--- config.mk ---
export PLATFORM = sky130hd
export DESIGN_NAME = tatc_cal_mem
export DESIGN_NICKNAME = d
export VERILOG_FILES = /design/src/hdl/tatc_pkg.sv /design/src/hdl/tatc_cal_mem.sv
export SDC_FILE = /design/constraint.sdc
export NUM_CORES = 2
export LEC_CHECK = 0
export BUFFER_PORTS_ARGS = -buffer_cell sky130_fd_sc_hd__buf_2
export CORE_MARGIN = 2
export CORE_UTILIZATION = 50
export DETAILED_ROUTE_END_ITERATION = 10
export PLACE_DENSITY = 0.7
export SYNTH_ARGS = -nofsm -noshare
export SYNTH_HDL_FRONTEND = slang
export SYNTH_SLANG_ARGS = --single-unit
--- constraint.sdc ---
create_clock -name clock -period 5.2 [get_ports clock]
set_input_delay 0.78 -clock clock [delete_from_list [all_inputs] [get_ports clock]]
set_output_delay 0.78 -clock clock [all_outputs]
set_load 0.01 [all_outputs]
--- src/hdl/tatc_pkg.sv ---
package tatc_pkg;

   localparam int WordsPerEntry = 19;
   localparam int SlotScale     = 12;
   localparam int SlotId        = 18;
   localparam int SampleSteps   = 18;

   localparam logic [31:0] OneQ824   = 32'h0100_0000;
   localparam logic [7:0]  Unmapped  = 8'hFF;
   localparam logic [16:0] OneDegree = 17'd256;

   typedef enum logic [1:0] {
      KIND_SAMPLE = 2'd0,
      KIND_LOAD   = 2'd1,
      KIND_BIND   = 2'd2,
      KIND_NONE   = 2'd3
   } kind_type;

   typedef enum logic [2:0] {
      STATUS_DISABLED  = 3'd0,
      STATUS_CORRECTED = 3'd1,
      STATUS_MOVED     = 3'd2,
      STATUS_UNMAPPED  = 3'd3,
      STATUS_BOUND     = 3'd4,
      STATUS_NOMATCH   = 3'd5,
      STATUS_LOADED    = 3'd6
   } status_type;

   typedef enum logic [2:0] {
      FSM_IDLE,
      FSM_SAMPLE,
      FSM_SFIN,
      FSM_BIND,
      FSM_DONE
   } fsm_type;

   typedef enum logic [2:0] {
      PH_REF,
      PH_MIN,
      PH_MAX,
      PH_LEAD,
      PH_HORNER,
      PH_SCALE
   } phase_type;

   typedef struct packed {
      logic [4:0] slot;
      logic [1:0] axis;
      phase_type  phase;
   } step_info_type;

   typedef struct packed {
      logic       en;
      logic [1:0] entry;
      logic [4:0] slot;
   } mem_rd_type;

   typedef struct packed {
      logic        en;
      logic [1:0]  entry;
      logic [4:0]  slot;
      logic [31:0] data;
   } mem_wr_type;

   // Read schedule of a sample: reference, range, then per axis the
   // coefficients from the cubic down and the scale.
   function automatic step_info_type step_info(input logic [4:0] step);
      step_info_type r;
      case (step)
         5'd0:    r = '{5'd15, 2'd0, PH_REF};
         5'd1:    r = '{5'd16, 2'd0, PH_MIN};
         5'd2:    r = '{5'd17, 2'd0, PH_MAX};
         5'd3:    r = '{5'd3,  2'd0, PH_LEAD};
         5'd4:    r = '{5'd2,  2'd0, PH_HORNER};
         5'd5:    r = '{5'd1,  2'd0, PH_HORNER};
         5'd6:    r = '{5'd0,  2'd0, PH_HORNER};
         5'd7:    r = '{5'd12, 2'd0, PH_SCALE};
         5'd8:    r = '{5'd7,  2'd1, PH_LEAD};
         5'd9:    r = '{5'd6,  2'd1, PH_HORNER};
         5'd10:   r = '{5'd5,  2'd1, PH_HORNER};
         5'd11:   r = '{5'd4,  2'd1, PH_HORNER};
         5'd12:   r = '{5'd13, 2'd1, PH_SCALE};
         5'd13:   r = '{5'd11, 2'd2, PH_LEAD};
         5'd14:   r = '{5'd10, 2'd2, PH_HORNER};
         5'd15:   r = '{5'd9,  2'd2, PH_HORNER};
         5'd16:   r = '{5'd8,  2'd2, PH_HORNER};
         5'd17:   r = '{5'd14, 2'd2, PH_SCALE};
         default: r = '{5'd15, 2'd0, PH_REF};
      endcase
      return r;
   endfunction

   function automatic logic signed [31:0] sat32(input logic signed [63:0] v);
      logic signed [31:0] r;
      if (v > 64'sh0000_0000_7FFF_FFFF) begin
         r = 32'sh7FFF_FFFF;
      end else if (v < -64'sh0000_0000_8000_0000) begin
         r = -32'sh8000_0000;
      end else begin
         r = v[31:0];
      end
      return r;
   endfunction

endpackage

--- src/hdl/tatc_cal_mem.sv ---
module tatc_cal_mem #(
   parameter int ENTRIES = 3
) (
   input  logic                clock,
   input  logic                reset,
   input  tatc_pkg::mem_wr_type wr,
   input  tatc_pkg::mem_rd_type rd,
   output logic [31:0]         rd_data
);
   import tatc_pkg::*;

   localparam int Depth = ENTRIES * WordsPerEntry;
   localparam int AW    = $clog2(Depth);

   logic [31:0]   mem [Depth];
   logic [Depth-1:0] valid_ff;
   logic [31:0]   rd_data_ff;
   logic [AW-1:0] wr_addr;
   logic [AW-1:0] rd_addr;

   assign wr_addr = AW'(int'(wr.entry) * WordsPerEntry + int'(wr.slot));
   assign rd_addr = AW'(int'(rd.entry) * WordsPerEntry + int'(rd.slot));
   assign rd_data = rd_data_ff;

   always_ff @(posedge clock) begin
      if (wr.en) begin
         mem[wr_addr] <= wr.data;
      end
   end

   always_ff @(posedge clock) begin
      if (reset) begin
         valid_ff <= '0;
      end else if (wr.en) begin
         valid_ff[wr_addr] <= 1'b1;
      end
   end

   // Unwritten words read as reset contents: zero, scales one.
   always_ff @(posedge clock) begin
      if (rd.en) begin
         if (valid_ff[rd_addr]) begin
            rd_data_ff <= mem[rd_addr];
         end else if (int'(rd.slot) >= SlotScale && int'(rd.slot) < SlotScale + 3) begin
            rd_data_ff <= OneQ824;
         end else begin
            rd_data_ff <= '0;
         end
      end
   end

endmodule

[Yosys cells after proc, flatten, opt, wreduce, memory -nomap -nowiden]
Memories as Yosys holds them, arrays and structs flattened.
Cells that the tools add are included.
Cells by class
  equality and inequality tests: 0
  magnitude comparators: 5
  reductions and logical operators: 2
  bitwise gates (word level): 1
  multiply operators: 2
  div/mod/pow operators: 0
  add/sub/neg operators: 2
  shift operators: 0
  mux-type cells: 8
Operator list (number)
  OR 57 bit: 1
  2-to-1 mux 32 bit: 1
  2-to-1 mux 25 bit: 1
  < comparator 6 x 7 -> 1 bit (second input constant): 2
  adder 6 x 5 -> 6 bit: 2
  multiplier 2 x 5 -> 6 bit (second input constant): 2
  binary-select mux 1 bit (select 6 bit): 1
  demux 1 bit (select 6 bit): 1
  >= comparator 6 x 1 -> 1 bit (second input constant): 1
  >= comparator 5 x 4 -> 1 bit (second input constant): 1
  < comparator 5 x 4 -> 1 bit (second input constant): 1
  2-to-1 mux 1 bit: 4
  logical AND 1 bit: 2
Word-level totals
  word-level logic and storage cells: 23
  output and inout port bits: 32
  bits in latches: 0
  register bits after elaboration: 89
  bits in read-only memories: 0
  input port bits: 50
  RAM bits: 1824
  memories: 1
Memory list
  mem: depth 57, bits a word 32, read ports 1, clocked after Yosys merged registers in 0, write ports 1, RTL line tatc_cal_mem.sv:15  | logic [31:0] mem [Depth];

[Depth between registers and ports, before layout]
  depth after elaboration: 7
  mapped depth: 11
  gate-level depth less buffers: 9

[Worst setup path before layout]
Ideal clock, no wire load.
  path kind: input to register
  start: input wr[33] in the netlist's numbering
  end: memory mem[48][0] (enable)
  path buffers: 0
  path slack: 564 ps
  library setup time: 421 ps
  arrival time: 4214 ps
  stages on the path: 8
  cells stage by stage: fa_1 -> ha_1 -> fa_1 -> a21o_1 -> nand2_1 -> xnor2_1 -> nand3_1 -> nor2_1
Between the ends
  cells in the longest elaborated chain, start to end: 1
Ends and longest elaborated chain
  start, declared: RTL line tatc_cal_mem.sv:6  | input tatc_pkg::mem_wr_type wr,
  adder 6 x 5 -> 6 bit: RTL line tatc_cal_mem.sv:21  | assign wr_addr = AW'(int'(wr.entry) * WordsPerEntry + int'(wr.slot));
  end, declared: RTL line tatc_cal_mem.sv:15
No other way between the ends.

[Worst setup path in the final report]
  start: input rd[5] in the netlist's numbering
  end: register rd_data_ff[20], in the netlist rd_data[20] (data pin)
Between the ends
  cells in the longest elaborated chain, start to end: 5
  elaborated cells between the ends (all ways): 6
  classes of those cells: add/sub: 1; mul: 1; mux: 3; memory: 1
Ends and longest elaborated chain
  start, declared: RTL line tatc_cal_mem.sv:7  | input tatc_pkg::mem_rd_type rd,
  multiplier 2 x 5 -> 6 bit *: RTL line tatc_cal_mem.sv:22  | assign rd_addr = AW'(int'(rd.entry) * WordsPerEntry + int'(rd.slot));
  adder 6 x 5 -> 6 bit *: RTL line tatc_cal_mem.sv:22
  binary-select mux 1 bit (select 6 bit): RTL line tatc_cal_mem.sv:42  | if (valid_ff[rd_addr]) begin
  2-to-1 mux 1 bit (not written as such): RTL line tatc_cal_mem.sv:42
  2-to-1 mux 32 bit *: RTL line tatc_cal_mem.sv:42
  end signal, assigned: RTL line tatc_cal_mem.sv:43  | rd_data_ff <= mem[rd_addr];
  end signal, assigned: RTL line tatc_cal_mem.sv:45  | rd_data_ff <= OneQ824;
  end, declared: RTL line tatc_cal_mem.sv:17  | logic [31:0] rd_data_ff;
Every way passes the cells marked *; elsewhere a longest branch is shown, timed or not. The select of a mux whose other input is x is not followed.
A chain may end at the register's enable or synchronous reset.

==> metrics.md <==
| Metric | Value |
|---|---|
| Status | `completed` |
| Seq/Total Area, Yosys | `between 70% and 80%` |
| Netlist cell types | `36` |
| Placeable core area | `roughly 150000 sq um` |
| Drt drc | `0` |
| CP Max Fanout | `31` |
| Final Hold Viols | `0` |
| M3 GR Usage | `between 4 and 5%` |
| Placed Cells | `about 5000` |
| Die area | `149000 sq um` |
| Area share of the largest cell type after synthesis | `about 76%` |
| Count leader, synth | `edfxtp_1` |
| DRT Wirelength | `~170000 um` |
| Net Count, Synth | `3191` |
| Slew @ Worst Pin | `about 1300 ps` |
| Max Buffers Root-to-Sink | `3` |
| Yosys reg bits | `between 1500 and 2000` |
| Vias per cell | `6.39` |
| Flop pwr share | `approximately half` |
| Hold Crit Class | `reg2reg` |
| GRT busiest layer | `met2` |
| Unrepaired setup endpoints after global routing | `false` |
| Switch share | `between 20% and 30%` |
| Vias post-DR | `between 30000 and 40000` |
| P_leak | `about 26 nW` |
| Ports | `82` |
| Critical path class | `in2reg` |
| DR iter-0 viols | `4632` |
| Synth top area cells | `edfxtp_1 76%, mux4_2 17%, dfxtp_1 1.6%` |
| Rows | `140` |
| Num CTS Buffers | `about 180` |
| Skew final | `about 24 ps` |
| Antenna violations before repair | `14` |
| Setup Fix Bufs, Post-CTS | `0` |
| Final min period | `a little over 4000 ps` |
| Critical Path RT | `slightly below 6000 ps` |
| Logic pwr share | `between 10% and 20%` |
| Synth Flop Type | `edfxtp_1` |
| Final nets | `between 3000 and 4000` |
| Post-synth EDFFs | `between 1500 and 2000` |
| Largest net degree at the start of global routing | `96` |
| PortBufs | `81` |
| Worst-path clk slew | `60 ps` |
| Area of all placed cells without fillers | `82800 sq um` |
| Post-place setup slack | `360 ps` |
| Avg Synthesized Cell Area | `between 20 and 25 sq um` |
| Fmax | `between 200 and 250 MHz` |
| Post-CTS resize count | `0` |
| Max-slew violation count | `0` |
| Worst Setup Start Kind | `input port` |
| Yosys warnings | `0` |
| Met2 Use GR | `38.4%` |
| Commonest cells in the synthesized netlist | `1856 x edfxtp_1, 554 x mux4_2, 131 x nor2_1` |
| Rel. slew slack | `13.4%` |
| CTS tree | `done` |
| CTS root buf | `clkbuf_16` |
| Setup-failing EPs final | `0` |
| Net Switching | `slightly above 8 mW` |
| Design internal power | `between 20 and 30 mW` |
| Crit. End Element | `register` |
| Synth area leader | `edfxtp_1` |
| Power per cell area | `about 420 nW/um^2` |
| Hold-fix buffers, CTS | `0` |
| Gpl congestion | `about 0.84` |
| ANT nets after route | `0` |
| Vias in the first global route | `34500` |
| First drt pass iteration count | `5` |
| Max_cap viols | `0` |
| Layout cells sized above 1 | `30.5%` |
| Area after DPL | `77200 sq um` |
| CP arrival | `~4800 ps` |
| Die W | `about 390 um` |
| Peak supply drop | `approximately 0.00028 V` |
| Global route overflow | `0` |
| Area Overhead vs Synth | `13.3%` |
| Cells after synthesis | `3125` |
| Clock latency on the worst-skew pair | `around 800 ps` |
| Clock Power Share | `36.8%` |
| # clock sinks | `approximately 1900` |
| Tot GR Track Use | `23.7%` |
| Die span in y | `around 390 um` |
| Initial Utilization | `roughly half` |
| Final Non-Filler Cells | `between 5000 and 6000` |
| First-pass GRT wire length | `between 200000 and 300000 um` |
| Hpwl dp | `94300 um` |
| Slack of the critical path | `around 1100 ps` |
| Synth async-reset ratio | `0%` |
| Final period util | `around 80%` |
| Wire length per cell | `approximately 32 um` |
| Met1 GRT Util | `33.3%` |
| Setup tns final | `0 ps` |
| Number of H-tree levels | `4` |
| Post-Syn Area | `approximately 73000 sq um` |
critical path, stage by stage:
cell	delay, ps
buf_2	140
fa_1	510
ha_4	190
fa_4	580
and2_1	210
o21ai_1	220
xor2_1	260
nor2_4	1040
a22oi_1	530
a21oi_1	270
state kept, by name, summed over array words and instances, names as in the netlist:
name,count
mem,1824
rd_data,32
valid_ff,57
metal layers:
layer / part of all wire (%) / vias to the layer above
li1: - / 13800
met1: 39 / 18800
met2: 50 / 1757
met3: 9.0 / 245
met4: 2.7 / 6
met5: 0.021 / -
power by group through the flow:
stage | logic (mW) | clock network [mW] | registers [mW]
5_1_grt | 4.55 | 13.4 | 17.4
6_report | 4.34 | 12.7 | 17.4
3_5_place_dp | 4.36 | 0 | 17.7
4_1_cts | 4.38 | 12.8 | 17.4
3_3_place_gp | 4.32 | 0 | 17.7
2_1_floorplan | 2.70 | 0 | 17.7
stage by stage:
stage	hold slack (ps)	power [mW]	utilization [%]
finish	469	34.4	57.0
global route	462	35.4	57.0
CTS	431	34.6	57.0
detailed placement	456	22.1	53.1
global placement	442	22.0	53.1
floorplan	431	20.4	-
placed cells by master, fill, tap and decap left out, drive strengths merged, types with 12 or more instances in the layout:
cell / Yosys / final
edfxtp: 1856 / 1856
bufinv: 0 / 12
a22oi: 63 / 63
nand2: 49 / 49
dfxtp: 57 / 57
a21oi: 88 / 88
o21ai: 32 / 32
nand3: 18 / 18
ha: 12 / 12
clkinv: 0 / 69
mux2i: 42 / 42
clkbuf: 58 / 239
nor2: 131 / 131
mux4: 554 / 554
buf: 103 / 206
area by class of cell:
type                            instances  area [sq um]
Tap cell                             1917          2400
Sequential cell                      1913         56900
Fill cell                           10300         62500
Clock buffer                          239          4900
Clock inverter                         92           778
Multi-Input combinational cell       1049         15900
Inverter                                2          7.51
Timing Repair Buffer                  206          2020
Antenna cell                            6          15.0
kinds of logic after synthesis:
family	synth area share, %
and+or+nand+nor	1.27
muxes	17.7
xor gates and xnor gates	0.192
AOI/OAI and AO/OA	1.58
buffers and inverters	1.19
DFF	77.8
adders and majority gates	0.315
final timing paths:
check                            start                   endpoint  slack [ps]  cells after the start
min          valid_ff[11]$_SDFFE_PP0P_  valid_ff[11]$_SDFFE_PP0P_         470                      2
max                              rd[5]  rd_data[20]$_SDFFCE_PN0P_        1060                     10
min reg2reg  valid_ff[11]$_SDFFE_PP0P_  valid_ff[11]$_SDFFE_PP0P_         470                      2
max reg2reg      mem[30][20]$_DFFE_PP_  rd_data[20]$_SDFFCE_PN0P_        2820                      4
(Power assumes the default switching activity.)
